--- src/design/htfd_pkg.sv ---
// Shared types, constants and CRC helper for the humidity/temperature frame decoder.
// No dependencies.
package htfd_pkg;

  localparam int unsigned RawW   = 20;
  localparam int unsigned HumCW  = 14;
  localparam int unsigned TempCW = 15;

  localparam logic [7:0] CrcInit = 8'hFF;
  localparam logic [7:0] CrcPoly = 8'h31;
  localparam int unsigned BusyBit = 7;

  localparam logic [2:0] LastIndex = 3'd6;
  localparam logic [2:0] DoneIndex = 3'd7;

  localparam logic [13:0] HumScale  = 14'd10000;
  localparam logic [14:0] TempScale = 15'd20000;
  localparam logic [14:0] TempOfs   = 15'd5000;

  typedef enum logic [1:0] {
    RC_OK   = 2'd0,
    RC_BUSY = 2'd1,
    RC_ZERO = 2'd2,
    RC_CRC  = 2'd3
  } result_code_t;

  typedef struct packed {
    logic [RawW-1:0] hum_raw;
    logic [RawW-1:0] temp_raw;
    logic [7:0]      status;
    result_code_t    code;
  } frame_t;

  // CRC-8, MSB first, one byte folded in
  function automatic logic [7:0] crc_byte(input logic [7:0] crc, input logic [7:0] b);
    logic [7:0] c;
    c = crc ^ b;
    for (int i = 0; i < 8; i++) begin
      if (c[7]) begin
        c = {c[6:0], 1'b0} ^ CrcPoly;
      end else begin
        c = {c[6:0], 1'b0};
      end
    end
    return c;
  endfunction

endpackage

--- src/design/htfd_assemble.sv ---
// Frame assembly: byte counter, running CRC, raw field capture and result code.
// Emits one frame word per completed frame into a registered stage. Uses htfd_pkg.
module htfd_assemble (
  input  logic                  clk,
  input  logic                  rst,
  input  logic                  in_valid,
  output logic                  in_ready,
  input  logic [7:0]            data_byte,
  input  logic                  frame_start,
  output logic                  frm_valid,
  input  logic                  frm_ready,
  output htfd_pkg::frame_t      frm
);

  logic [2:0]                   byte_count, byte_count_next;
  logic [7:0]                   crc_acc, crc_acc_next;
  logic [7:0]                   stat_hold, stat_hold_next;
  logic [htfd_pkg::RawW-1:0]    hum_acc, hum_acc_next;
  logic [htfd_pkg::RawW-1:0]    temp_acc, temp_acc_next;
  logic                         any_nonzero, any_nonzero_next;
  logic [2:0]                   idx;
  logic                         emit;
  logic                         accept;
  htfd_pkg::frame_t             frm_next;

  assign in_ready = !frm_valid || frm_ready;
  assign accept   = in_valid && in_ready;
  assign idx      = frame_start ? 3'd0 : byte_count;

  always_comb begin
    byte_count_next  = byte_count;
    crc_acc_next     = crc_acc;
    stat_hold_next   = stat_hold;
    hum_acc_next     = hum_acc;
    temp_acc_next    = temp_acc;
    any_nonzero_next = any_nonzero;
    emit             = 1'b0;
    if (idx == 3'd0) begin
      crc_acc_next     = htfd_pkg::CrcInit;
      hum_acc_next     = '0;
      temp_acc_next    = '0;
      any_nonzero_next = 1'b0;
    end
    if (idx != htfd_pkg::DoneIndex) begin
      if (data_byte != 8'd0) begin
        any_nonzero_next = 1'b1;
      end
      case (idx)
        3'd0: stat_hold_next = data_byte;
        3'd1: hum_acc_next = {data_byte, 12'd0};
        3'd2: hum_acc_next = hum_acc_next | {8'd0, data_byte, 4'd0};
        3'd3: begin
          hum_acc_next  = hum_acc_next | {16'd0, data_byte[7:4]};
          temp_acc_next = {data_byte[3:0], 16'd0};
        end
        3'd4: temp_acc_next = temp_acc_next | {4'd0, data_byte, 8'd0};
        3'd5: temp_acc_next = temp_acc_next | {12'd0, data_byte};
        default: ;
      endcase
      if (idx < htfd_pkg::LastIndex) begin
        crc_acc_next    = htfd_pkg::crc_byte(crc_acc_next, data_byte);
        byte_count_next = idx + 3'd1;
      end else begin
        byte_count_next = htfd_pkg::DoneIndex;
        emit            = 1'b1;
      end
    end
  end

  always_comb begin
    frm_next.hum_raw  = hum_acc_next;
    frm_next.temp_raw = temp_acc_next;
    frm_next.status   = stat_hold_next;
    if (stat_hold_next[htfd_pkg::BusyBit]) begin
      frm_next.code = htfd_pkg::RC_BUSY;
    end else if (!any_nonzero_next) begin
      frm_next.code = htfd_pkg::RC_ZERO;
    end else if (crc_acc_next != data_byte) begin
      frm_next.code = htfd_pkg::RC_CRC;
    end else begin
      frm_next.code = htfd_pkg::RC_OK;
    end
  end

  always_ff @(posedge clk) begin
    if (rst) begin
      byte_count  <= '0;
      crc_acc     <= htfd_pkg::CrcInit;
      stat_hold   <= '0;
      hum_acc     <= '0;
      temp_acc    <= '0;
      any_nonzero <= 1'b0;
      frm_valid   <= 1'b0;
    end else begin
      if (accept) begin
        byte_count  <= byte_count_next;
        crc_acc     <= crc_acc_next;
        stat_hold   <= stat_hold_next;
        hum_acc     <= hum_acc_next;
        temp_acc    <= temp_acc_next;
        any_nonzero <= any_nonzero_next;
      end
      if (in_ready) begin
        frm_valid <= accept && emit;
      end
    end
  end

  always_ff @(posedge clk) begin
    if (accept && emit) begin
      frm <= frm_next;
    end
  end

endmodule

--- src/design/htfd_scale.sv ---
// Scaling stage: raw fields to hundredths of percent and degree, output register.
// Takes frame words from htfd_assemble. Uses htfd_pkg.
module htfd_scale (
  input  logic                           clk,
  input  logic                           rst,
  input  logic                           frm_valid,
  output logic                           frm_ready,
  input  htfd_pkg::frame_t               frm,
  output logic                           out_valid,
  input  logic                           out_ready,
  output logic [htfd_pkg::HumCW-1:0]     humidity_centi,
  output logic signed [htfd_pkg::TempCW-1:0] temperature_centi,
  output logic [htfd_pkg::RawW-1:0]      humidity_raw,
  output logic [htfd_pkg::RawW-1:0]      temperature_raw,
  output logic [7:0]                     status_byte,
  output logic [1:0]                     result_code
);

  localparam int unsigned HumPW  = htfd_pkg::RawW + htfd_pkg::HumCW;
  localparam int unsigned TempPW = htfd_pkg::RawW + htfd_pkg::TempCW;

  logic [HumPW-1:0]  hum_prod;
  logic [TempPW-1:0] temp_prod;
  logic              take;

  assign frm_ready = !out_valid || out_ready;
  assign take      = frm_valid && frm_ready;
  assign hum_prod  = HumPW'(frm.hum_raw) * HumPW'(htfd_pkg::HumScale);
  assign temp_prod = TempPW'(frm.temp_raw) * TempPW'(htfd_pkg::TempScale);

  always_ff @(posedge clk) begin
    if (rst) begin
      out_valid <= 1'b0;
    end else if (frm_ready) begin
      out_valid <= frm_valid;
    end
  end

  always_ff @(posedge clk) begin
    if (take) begin
      humidity_centi    <= hum_prod[HumPW-1:htfd_pkg::RawW];
      temperature_centi <= $signed(temp_prod[TempPW-1:htfd_pkg::RawW] - htfd_pkg::TempOfs);
      humidity_raw      <= frm.hum_raw;
      temperature_raw   <= frm.temp_raw;
      status_byte       <= frm.status;
      result_code       <= frm.code;
    end
  end

endmodule

--- src/design/humidity_temp_frame_decoder.sv ---
// Humidity/temperature sensor frame decoder, top level.
// Instantiates htfd_assemble and htfd_scale; uses htfd_pkg.
// Throughput: one byte per cycle while in_ready; one result per 7-byte frame.
// Path: after the seventh byte is accepted the frame goes into the frame register,
//   then through the scaling multiply into the output register.
// Reset: synchronous rst clears the byte count, CRC (to 0xFF), fields and valids.
module humidity_temp_frame_decoder (
  input  logic                               clk,
  input  logic                               rst,
  input  logic                               in_valid,
  output logic                               in_ready,
  input  logic [7:0]                         data_byte,
  input  logic                               frame_start,
  output logic                               out_valid,
  input  logic                               out_ready,
  output logic [htfd_pkg::HumCW-1:0]         humidity_centi,
  output logic signed [htfd_pkg::TempCW-1:0] temperature_centi,
  output logic [htfd_pkg::RawW-1:0]          humidity_raw,
  output logic [htfd_pkg::RawW-1:0]          temperature_raw,
  output logic [7:0]                         status_byte,
  output logic [1:0]                         result_code
);

  logic             frm_valid;
  logic             frm_ready;
  htfd_pkg::frame_t frm;

  htfd_assemble u_assemble (
    .clk         (clk),
    .rst         (rst),
    .in_valid    (in_valid),
    .in_ready    (in_ready),
    .data_byte   (data_byte),
    .frame_start (frame_start),
    .frm_valid   (frm_valid),
    .frm_ready   (frm_ready),
    .frm         (frm)
  );

  htfd_scale u_scale (
    .clk               (clk),
    .rst               (rst),
    .frm_valid         (frm_valid),
    .frm_ready         (frm_ready),
    .frm               (frm),
    .out_valid         (out_valid),
    .out_ready         (out_ready),
    .humidity_centi    (humidity_centi),
    .temperature_centi (temperature_centi),
    .humidity_raw      (humidity_raw),
    .temperature_raw   (temperature_raw),
    .status_byte       (status_byte),
    .result_code       (result_code)
  );

endmodule

--- config.mk ---
export PLATFORM = sky130hd
export DESIGN_NAME = humidity_temp_frame_decoder
export DESIGN_NICKNAME = d
export VERILOG_FILES = /design/src/design/htfd_pkg.sv /design/src/design/htfd_assemble.sv /design/src/design/htfd_scale.sv /design/src/design/humidity_temp_frame_decoder.sv
export SDC_FILE = /design/constraint.sdc
export NUM_CORES = 1
export LEC_CHECK = 0
export CAP_MARGIN = 10
export CORE_MARGIN = 2
export CORE_UTILIZATION = 59
export CTS_BUF_LIST = sky130_fd_sc_hd__clkbuf_4
export DETAILED_ROUTE_END_ITERATION = 6
export DONT_BUFFER_PORTS = 1
export PLACE_DENSITY = 0.8
export SLEW_MARGIN = 10
export SYNTH_ARGS = -nofsm -noshare
export SYNTH_HDL_FRONTEND = slang
export SYNTH_SLANG_ARGS = --single-unit
--- constraint.sdc ---
create_clock -name clk -period 10.6 [get_ports clk]
set_input_delay 2.12 -clock clk [delete_from_list [all_inputs] [get_ports clk]]
set_output_delay 2.12 -clock clk [all_outputs]
set_load 0.005 [all_outputs]
; Word level (Yosys, flattened, before mapping)
; Index checks and enable logic that the tools add are counted.
[totals]
reg_bits = 191
inputBits = 13
output_inout_bits = 81
word_cells = 95
[classes]
n_addsub = 2
n_mul = 2
n_lt_le_gt_ge = 1
eq_ne = 7
muxes = 42
n_bitwise = 13
reduce_logical = 10
[op_table]
columns = cell, n
row1 = 8-bit 2-to-1 mux, 19
row2 = 20-bit one-hot mux with 3 select lines, 2
row3 = 20-bit 2-to-1 mux, 4
row4 = "20-bit by 10-bit multiplier with 30-bit output, second input constant", 2
row5 = 6-bit 2-to-1 mux, 8
row6 = 3-bit NOT, 8
row7 = 20-bit by 12-bit bitwise OR with 20-bit output, 1
row8 = 20-bit by 16-bit bitwise OR with 20-bit output, 1
row9 = 20-bit by 4-bit bitwise OR with 20-bit output, 1
row10 = 20-bit by 8-bit bitwise OR with 20-bit output, 1
row11 = "15-bit by 13-bit subtractor with 15-bit output, second input constant", 1
row12 = 8-bit != test, 1
row13 = 8-bit nonzero test, 1
row14 = 8-bit XOR, 1
row15 = "3-bit by 2-bit == test with 1-bit output, second input constant", 2
row16 = "3-bit == test, second input constant", 2
row17 = 3-bit 2-to-1 mux, 2
row18 = 1-bit 2-to-1 mux, 5
row19 = 2-bit 2-to-1 mux, 2
row20 = "3-bit by 1-bit adder with 3-bit output, second input constant", 1
row21 = "3-bit by 1-bit == test with 1-bit output, second input constant", 1
row22 = 1-bit logical AND, 3
row23 = 3-bit zero test, 1
row24 = "3-bit less-than comparator, second input constant", 1
row25 = other kinds (4), 6

; Logic depth before layout (Yosys ltp)
; Gate-level depths: netlist of run 1.
[logic_depth]
ltp_word = 39
ltp_mapped = 25
depth_no_buf = 25

; By module
; From an unflattened synthesis of run 1, not the netlist that was laid out.
[unflattened]
cells_unflattened = 1246
hier_area_um2 = 13636.8
[modules_own_cells]
columns = module, instances, cells_per_inst, area_each_um2, seq_area_each_um2
row1 = htfd_scale, 1, 730, 8430.6, 2392.3
row2 = htfd_assemble, 1, 516, 5206.2, 2722.6

; Least setup slack after synthesis of run 1
; Ideal clock, no wire load.
[synth_timing]
path_type = input to register
startpoint = input port out_ready
endpoint = register u_scale.humidity_centi[0] in the netlist's numbering, enable pin
setup_ps = 526
arrival_time_ps = 5692
t_required_ps = 10074
path_slack_ps = 4381
stages = 2
path_buffers = 0
path_cell_list = nor2b_1 -> nor2b_1
[synth_via]
elab_chain_len = 2
[synth_lines]
columns = item, line_no
row1 = start: declaration, humidity_temp_frame_decoder.sv:15  ; input logic out_ready,
row2 = 1-bit logical OR, htfd_scale.sv:26  ; assign frm_ready = !out_valid || out_ready;
row3 = 1-bit logical AND, htfd_scale.sv:27  ; assign take = frm_valid && frm_ready;
row4 = net u_scale.take, htfd_scale.sv:24  ; logic take;
row5 = end signal: assignment, htfd_scale.sv:41  ; humidity_centi <= hum_prod[HumPW-1:htfd_pkg::RawW];
row6 = end: declaration, htfd_scale.sv:11  ; output logic [htfd_pkg::HumCW-1:0] humidity_centi,
; The timed path passes the listed nets, and every way through them passes these cells.
; A chain may end at the register's enable or synchronous reset.

; Worst setup path in the final report of run 1
[layout_timing]
startpoint = register u_assemble.frm[20] (netlist name)
endpoint = register u_scale.temperature_centi[14] in the netlist's numbering (data pin)
[layout_via]
elab_chain_len = 2
[layout_lines]
columns = item, line_no
row1 = 20-bit by 10-bit multiplier with 30-bit output, htfd_scale.sv:29  ; assign temp_prod = TempPW'(frm.temp_raw) * TempPW'(htfd_pkg::TempScale);
row2 = 15-bit by 13-bit subtractor with 15-bit output, htfd_scale.sv:42  ; temperature_centi <= $signed(temp_prod[TempPW-1:htfd_pkg::RawW] - htfd_pkg::TempOfs);
row3 = end signal: assignment, htfd_scale.sv:42
row4 = end: declaration, htfd_scale.sv:12  ; output logic signed [htfd_pkg::TempCW-1:0] temperature_centi,
; Every way passes these cells.

==> out/metrics.yaml, run 1 <==
run_status:
  status: "finished clean"
power:
  p_per_area_nw_per_um2: 95.96
  net-switching-power_mw: 0.3363
  leakagePower_nw: 6.244
  ir_drop_v: 0.00006298
  pwr-share-clk: 0.334
  pwr-share-comb: 0.073
  seqPwrFrac: 0.594
  swShare: 0.2488
  intPower_mw: 1.015
drt:
  ant_nets: 0
  vias_per_cell: 5.734
  drc_errors: 0
  first_pass_iters: 5
  wl_um: 26210
  vias: 8887
  wl_per_cell_um: 16.91
  first_iter_violations: 582
clocking:
  clkLatencyLatePin_ns: 0.60
  clockRootBuffer: "clkbuf_4"
  cts_resized: 0
  post-cts-setup-buffer-count: 0
  ctsHoldBuffers: 0
  cts_inserted_buffers: 17
  cts_max_path_buffers: 2
  cts_tree: "yes"
  clkSlewWorstSetupHoldPaths_ns: 0.16
  clock_sinks: 191
  htree_levels: 4
setup_path:
  critical_path.startpoint: "u_assemble.frm[20]$_DFFE_PP_"
  r2r_start: "u_assemble.frm[20]$_DFFE_PP_"
  cp-end-kind: "flop"
  cp_common_cell: "inv_1"
  reg2regPathDepth: 20
  crit_cells: 20
  startpoint_type: "flop"
  critPathArrivalTime_ns: 6.40
  crit_fanout: 11
  path_buf_inv: 4
  slowest_delay_ns: 0.55
  crit_required_ns: 10.96
  crit_chain: "inv_1 -> fa_1 -> inv_1 -> ha_1 -> fa_1 -> ha_1 -> inv_1 -> fa_1 -> inv_1 -> ha_1 -> nand4_1 -> nor3_1 -> a32oi_1 -> nand4b_1 -> a41o_1 -> and4_1 -> a311oi_2 -> o31ai_1 -> a221oi_2 -> xnor2_1"
  path_delay_family: "adder cells"
  critical_path.slowest_cell: "fa_1"
  crit_type: "flop to flop"
synth:
  yosysSeqAreaShare: 0.3776
  postSynth.asyncResetShare: 0
  synth_edf_count: 129
  netlist_instances: 1275
  yosysWarnings: 0
  netlist_area_um2: 13550
  ys_ff_latch: 191
  avgSynthCellArea_um2: 10.62
  yosysUniqueCellTypes: 74
  synth_ff_type: "edfxtp_1"
  synth_nets: 1547
timing:
  period_needed_ns: 6.043
  worst_pin_slew_ns: 1.084
  fin_skew_ns: 0.02090
  max_freq_mhz: 165.5
  slew_headroom: 0.2774
  holdWs_ns: 0.4416
  setup_violations: 0
  rsz0062_at_grt: "false"
  final_hold_viol_count: 0
  post-route-period-util: 0.5701
  slew_viol_final: 0
  fin_tns_setup_ns: 0
hold_path:
  hold_path_class: "flop to flop"
  min_from: "u_assemble.frm[3]$_DFFE_PP_"
  hold_depth: 0
finish:
  area.growth.synth_to_final_pct: 3.972
  final_common_cell: "inv_1"
  fin_nets: 1523
  drive_gt1_frac: 0.04984
  most-common-layout-cells: "198 x inv_1, 167 x ha_1, 132 x nand2_1"
  fillers: 1748
global_route:
  grtUsageTotal: 0.2286
  grt_pass1_wl_um: 44190
  grt_max_degree: 80
  overflow: 0
  grt_pass1_vias: 9011
  antenna_found_initial: 1
floorplanning:
  placementRows: 55
  die_h_um: 155.5
  core-area_um2: 22570
  initial_utilization: 0.6002
  io_pins: 94
  fp.dieW_um: 155.5
  die_area_um2: 24190
placement:
  portBuffers: 0
  gp_congestion: 0.8772
  place_hpwl_um: 19210
job:
  cap_violations: 0
-- layout make-up --
class	count	area, um^2	area share
clock inverter	14	202.7	0.01439
multi-input combinational	839	7503	0.5327
clock buffer	18	135.1	0.009594
inverter	199	747.0	0.05303
sequential	191	5115	0.3632
tap	285	356.6	0.02532
timing repair buffer	3	22.52	0.001599
antenna	1	2.502	0.0001777
-- cell families (layout without fill, tap and decap cells) --
group / count (synthesis) / count (layout) / synth area share
buffers and inverters: 245 / 234 / 0.06918
XOR/XNOR: 58 / 58 / 0.04073
other: 0 / 1 / 0
AO/OA/AOI/OAI: 226 / 226 / 0.1122
flip-flops: 191 / 191 / 0.3776
multiplexers: 15 / 15 / 0.01182
AND/OR/NAND/NOR: 281 / 281 / 0.09827
adder cells (fa/ha/maj): 259 / 259 / 0.2902
-- path summary, 6_finish.rpt --
| check | to | slack, ns |
|---|---|---|
| setup / recovery | u_scale.temperature_centi[14]$_DFFE_PP_ | 4.56 |
| hold reg to reg | u_scale.status_byte[1]$_DFFE_PP_ | 0.44 |
| setup reg to reg | u_scale.temperature_centi[14]$_DFFE_PP_ | 4.56 |
| hold / removal | u_scale.status_byte[1]$_DFFE_PP_ | 0.44 |
-- routing by layer --
layer	vias up	part of all wire	global-route usage	routed length (um)
met2	257	0.48	0.3788	12570
met1	4313	0.45	0.3113	11820
met4	0	0.016	0.06204	428
li1	4282	-	-	-
met3	35	0.053	0.04234	1384
met5	-	0	0	0
-- cell usage after synthesis, types with 9 or more instances --
cell type,instances,area share
a21o_1,13,0.0072
a21oi_1,95,0.035
a22o_1,32,0.021
and2_1,9,0.0042
clkbuf_1,37,0.010
dfxtp_1,62,0.092
edfxtp_1,129,0.29
fa_1,92,0.14
ha_1,167,0.15
inv_1,199,0.055
nand2_1,132,0.037
nand2b_1,17,0.0079
nor2_1,48,0.013
nor2b_1,20,0.0092
nor3_1,9,0.0033
o21ai_0,18,0.0067
xnor2_1,35,0.023
xor2_1,19,0.012
-- registers in the layout (all words and copies together) (netlist names) --
signal,cells
u_assemble.any_nonzero,1
u_assemble.byte_count,3
u_assemble.crc_acc,8
u_assemble.frm,50
u_assemble.frm_valid,1
u_assemble.hum_acc,20
u_assemble.stat_hold,8
u_assemble.temp_acc,20
u_scale.humidity_centi,14
u_scale.humidity_raw,20
u_scale.out_valid,1
u_scale.result_code,2
u_scale.status_byte,8
u_scale.temperature_centi,15
u_scale.temperature_raw,20
-- power by group through the flow --
stage | combinational [mW] | clock (mW) | sequential, mW
2_1_floorplan | 0.0881 | 0 | 0.816
3_5_place_dp | 0.0969 | 0 | 0.819
6_report | 0.0984 | 0.451 | 0.802
5_1_grt | 0.109 | 0.491 | 0.804
4_1_cts | 0.0978 | 0.463 | 0.802
3_3_place_gp | 0.0952 | 0 | 0.818
-- through the flow --
stage	setup slack [ns]	area (um^2)	utilization	power, mW	std cells
2_1_floorplan	4.381	13550	-	0.9043	1275
3_3_place_gp	4.798	13740	0.6089	0.9135	1517
3_5_place_dp	4.654	13740	0.6089	0.9156	1517
4_1_cts	4.629	14080	0.6239	1.363	1549
5_1_grt	4.314	14080	0.6240	1.404	1550
6_report	4.557	14080	0.6240	1.352	1550
(Power assumes the default switching activity.)
==> inputs of run 2 (changes only) <==
ABC_AREA = 1   (was unset)
PLACE_DENSITY = 0.83   (was 0.8)
clock period = 5.3 ns   (was 10.6 ns; I/O delays follow)
==> run 2 against run 1 <==
Net effect:
- core utilization increased by 1.1 points
- clock-buffer cell count fell by 1
- routed wire length rose by 11%
==> out/metrics.yaml, run 2 <==
drt:
  ant_nets: 0  # unchanged
  wl_um: 29110  # +11%
  vias_per_cell: 5.413  # -5.6%
  drc_errors: 0  # unchanged
  vias: 10181  # +15%
  first_iter_violations: 665  # +14%
  first_pass_iters: 5  # unchanged
  wl_per_cell_um: 15.48  # -8.5%
setup_path:
  cp_common_cell: "inv_1"
  crit_end: "u_scale.temperature_centi[14]$_DFFE_PP_"
  crit_chain: "inv_1 -> fa_1 -> inv_1 -> ha_1 -> fa_1 -> ha_1 -> inv_1 -> fa_1 -> inv_1 -> ha_2 -> nand2_1 -> nor4_1 -> o21ai_0 -> nand3_1 -> xnor2_2 -> nand2_1 -> nor2_1 -> nand3_1 -> nand4_1 -> nand2_1"
  crit_required_ns: 5.66  # -5.30 ns
  path_delay_family: "adder cells"
  cp-end-kind: "flop"
  r2r_slack_ns: 0.27  # -4.28 ns
  path_buf_inv: 4  # unchanged
  reg2reg_to: "u_scale.temperature_centi[14]$_DFFE_PP_"
  crit_cells: 20  # unchanged
  startpoint_type: "flop"
  crit_type: "flop to flop"
  slowest_delay_ns: 0.56  # about the same
  critical_path.slowest_cell: "fa_1"
  critPathArrivalTime_ns: 5.39  # -1.01 ns
  reg2regPathDepth: 20  # unchanged
  crit_fanout: 6  # -5
  r2r_start: "u_assemble.frm[21]$_DFFE_PP_"
  critical_path.startpoint: "u_assemble.frm[21]$_DFFE_PP_"
clocking:
  cts_tree: "yes"
  htree_levels: 4  # unchanged
  clkLatencyLatePin_ns: 0.59  # about the same
  clockRootBuffer: "clkbuf_4"
  clkSlewWorstSetupHoldPaths_ns: 0.17  # about the same
  clock_sinks: 191  # unchanged
  cts_inserted_buffers: 17  # unchanged
  cts_max_path_buffers: 2  # unchanged
global_route:
  grt.busiest_layer: "met2"
  grt_pass1_wl_um: 47720  # +8.0%
  grt_pass1_vias: 9944  # +10%
  antenna_found_initial: 1  # unchanged
  overflow: 0  # unchanged
  grt_max_degree: 50  # -38%
  grtUsageTotal: 0.2409  # +0.01228
  use_met3: 0.04134  # -0.001004
  use_met2: 0.4106  # +0.03171
  use_met1: 0.3172  # +0.005904
finish:
  area.growth.synth_to_final_pct: 5.888
  drive_gt1_frac: 0.06470  # +0.01486
  most-common-layout-cells: "332 x inv_1, 230 x nand2_1, 165 x ha_1"
  fin_nets: 1820  # +20%
  final_common_cell: "inv_1"
  top_register: "u_assemble.frm"
  largest_register_ffs: 50  # unchanged
hold_path:
  hold_path_class: "flop to flop"
timing:
  worst_pin_slew_ns: 0.8769  # -0.2071 ns
  period_needed_ns: 5.026  # -1.017 ns
  fin_tns_setup_ns: 0  # unchanged
  holdWs_ns: 0.4305  # -0.01108 ns
  final_hold_viol_count: 0  # unchanged
  slew_headroom: 0.4133  # +0.1359
  fin_skew_ns: 0.03013  # +0.009231 ns
  slew_viol_final: 0  # unchanged
  post-route-period-util: 0.9483  # +0.3783
  setup_violations: 0  # unchanged
  max_freq_mhz: 199.0  # +20%
synth:
  synthTopCellsByCount: "336 x inv_1, 230 x nand2_1, 167 x ha_1"
  synth_ff_type: "edfxtp_1"
  synth_nets: 1805  # +17%
  avgSynthCellArea_um2: 9.148  # -14%
  synth_area_leaders: "edfxtp_1 28%, ha_1 15%, fa_1 13%"
  postSynth.asyncResetShare: 0  # unchanged
  netlist_area_um2: 14020  # +3.5%
  yosys.area.top_type: "edfxtp_1"
  yosysSeqAreaShare: 0.3647  # -0.01284
  synth_edf_count: 129  # unchanged
  yosysWarnings: 0  # unchanged
  synth_top_area_share: 0.2762  # -0.009721
  ys_ff_latch: 191  # unchanged
  netlist_instances: 1533  # +20%
  yosysUniqueCellTypes: 45  # -39%
  yosysMostFrequentCell: "inv_1"
placement:
  portBuffers: 0  # unchanged
  gp_congestion: 0.9869  # +13%
  place_hpwl_um: 22620  # +18%
power:
  ir_drop_v: 0.0001282  # +100%
  p_per_area_nw_per_um2: 181.1  # +89%
  leakagePower_nw: 7.204  # +15%
floorplanning:
  core-area_um2: 23400  # +3.7%
  fp.dieW_um: 158.2  # +1.7%
  die_area_um2: 25020  # +3.4%
  initial_utilization: 0.5992  # -0.0009362
  io_pins: 94  # unchanged
  die_h_um: 158.2  # +1.7%
  placementRows: 56  # +1.8%
run_status:
  status: "finished clean"
job:
  cap_violations: 0  # unchanged
run 2: cell families (layout without fill, tap and decap cells):
family	Yosys count	count (layout)	synth area share
and+or+nand+nor	417	417	0.1276
DFF	191	191	0.3647
AOI/OAI and AO/OA	262	262	0.1019
adders and majority gates	259	259	0.2803
buffers and inverters	366	394	0.1001
xor gates and xnor gates	38	38	0.02534
other	0	1	0
run 2: worst min path at each step:
| stage | slack (ns) | endpoint | from | depth (start not counted) |
|---|---|---|---|---|
| 6_report | 0.43 | u_scale.result_code[1]$_DFFE_PP_ | u_assemble.frm[1]$_SDFFCE_PP0P_ | 0 |
| 3_3_place_gp | 0.40 | u_scale.status_byte[0]$_DFFE_PP_ | u_assemble.frm[2]$_DFFE_PP_ | 0 |
| 4_1_cts | 0.43 | u_scale.result_code[1]$_DFFE_PP_ | u_assemble.frm[1]$_SDFFCE_PP0P_ | 0 |
| 2_1_floorplan | 0.40 | u_scale.result_code[0]$_DFFE_PP_ | u_assemble.frm[0]$_SDFFCE_PP1P_ | 0 |
| 3_5_place_dp | 0.40 | u_scale.result_code[1]$_DFFE_PP_ | u_assemble.frm[1]$_SDFFCE_PP0P_ | 0 |
| 5_1_grt | 0.45 | u_scale.status_byte[3]$_DFFE_PP_ | u_assemble.frm[5]$_DFFE_PP_ | 0 |
run 2: final cells by class:
type,instances,area [um^2]
Antenna cell,1,2.502
Timing Repair Buffer,20,150.1
Clock inverter,15,196.4
Fill cell,1830,8553
Clock buffer,17,127.6
Sequential cell,191,5115
Multi-Input combinational cell,976,7575
Tap cell,319,399.1
Inverter,342,1284
run 2: through the flow:
stage / area [um^2] / power [mW] / setup slack, ns / util / cells
3_5_place_dp: 14370 / 1.840 / 0.06212 / 0.6142 / 1835
3_3_place_gp: 14370 / 1.831 / 0.1631 / 0.6142 / 1835
5_1_grt: 14850 / 2.792 / -0.04582 / 0.6345 / 1881
4_1_cts: 14700 / 2.701 / 0.02304 / 0.6280 / 1867
2_1_floorplan: 14030 / 1.804 / 0.5997 / - / 1533
6_report: 14850 / 2.689 / 0.2738 / 0.6345 / 1881
run 2: report_power, final:
part | internal, mW | total [mW] | leakage [nW] | switching [mW]
clock network | 0.307 | 0.878 | 0.167 | 0.571
logic | 0.0611 | 0.197 | 5.36 | 0.136
registers | 1.60 | 1.61 | 1.67 | 0.0102
run 2: worst register-to-register path, cell delays in order, from the launching register on:
cell,delay [ns]
edfxtp_1,0.41
inv_1,0.16
fa_1,0.57
inv_1,0.06
ha_1,0.31
fa_1,0.48
ha_1,0.30
inv_1,0.06
fa_1,0.49
inv_1,0.04
ha_2,0.40
nand2_1,0.11
nor4_1,0.36
o21ai_0,0.16
nand3_1,0.17
xnor2_2,0.16
nand2_1,0.13
nor2_1,0.19
nand3_1,0.12
nand4_1,0.09
nand2_1,0.05
run 2: per-layer routing:
metal	vias up	wire (um)	share of wire
met1	4895	13030	0.45
met5	-	0	0
met2	247	14330	0.49
met4	0	495	0.017
met3	38	1256	0.043
li1	5001	-	-
run 2: what timing repair did:
action	in CTS	in global routing
setup buffers	0	13
cloned	0	0
setup endpoints to repair	1	7
gates resized for setup	2	14
pin swaps	0	1
hold buffers	0	0
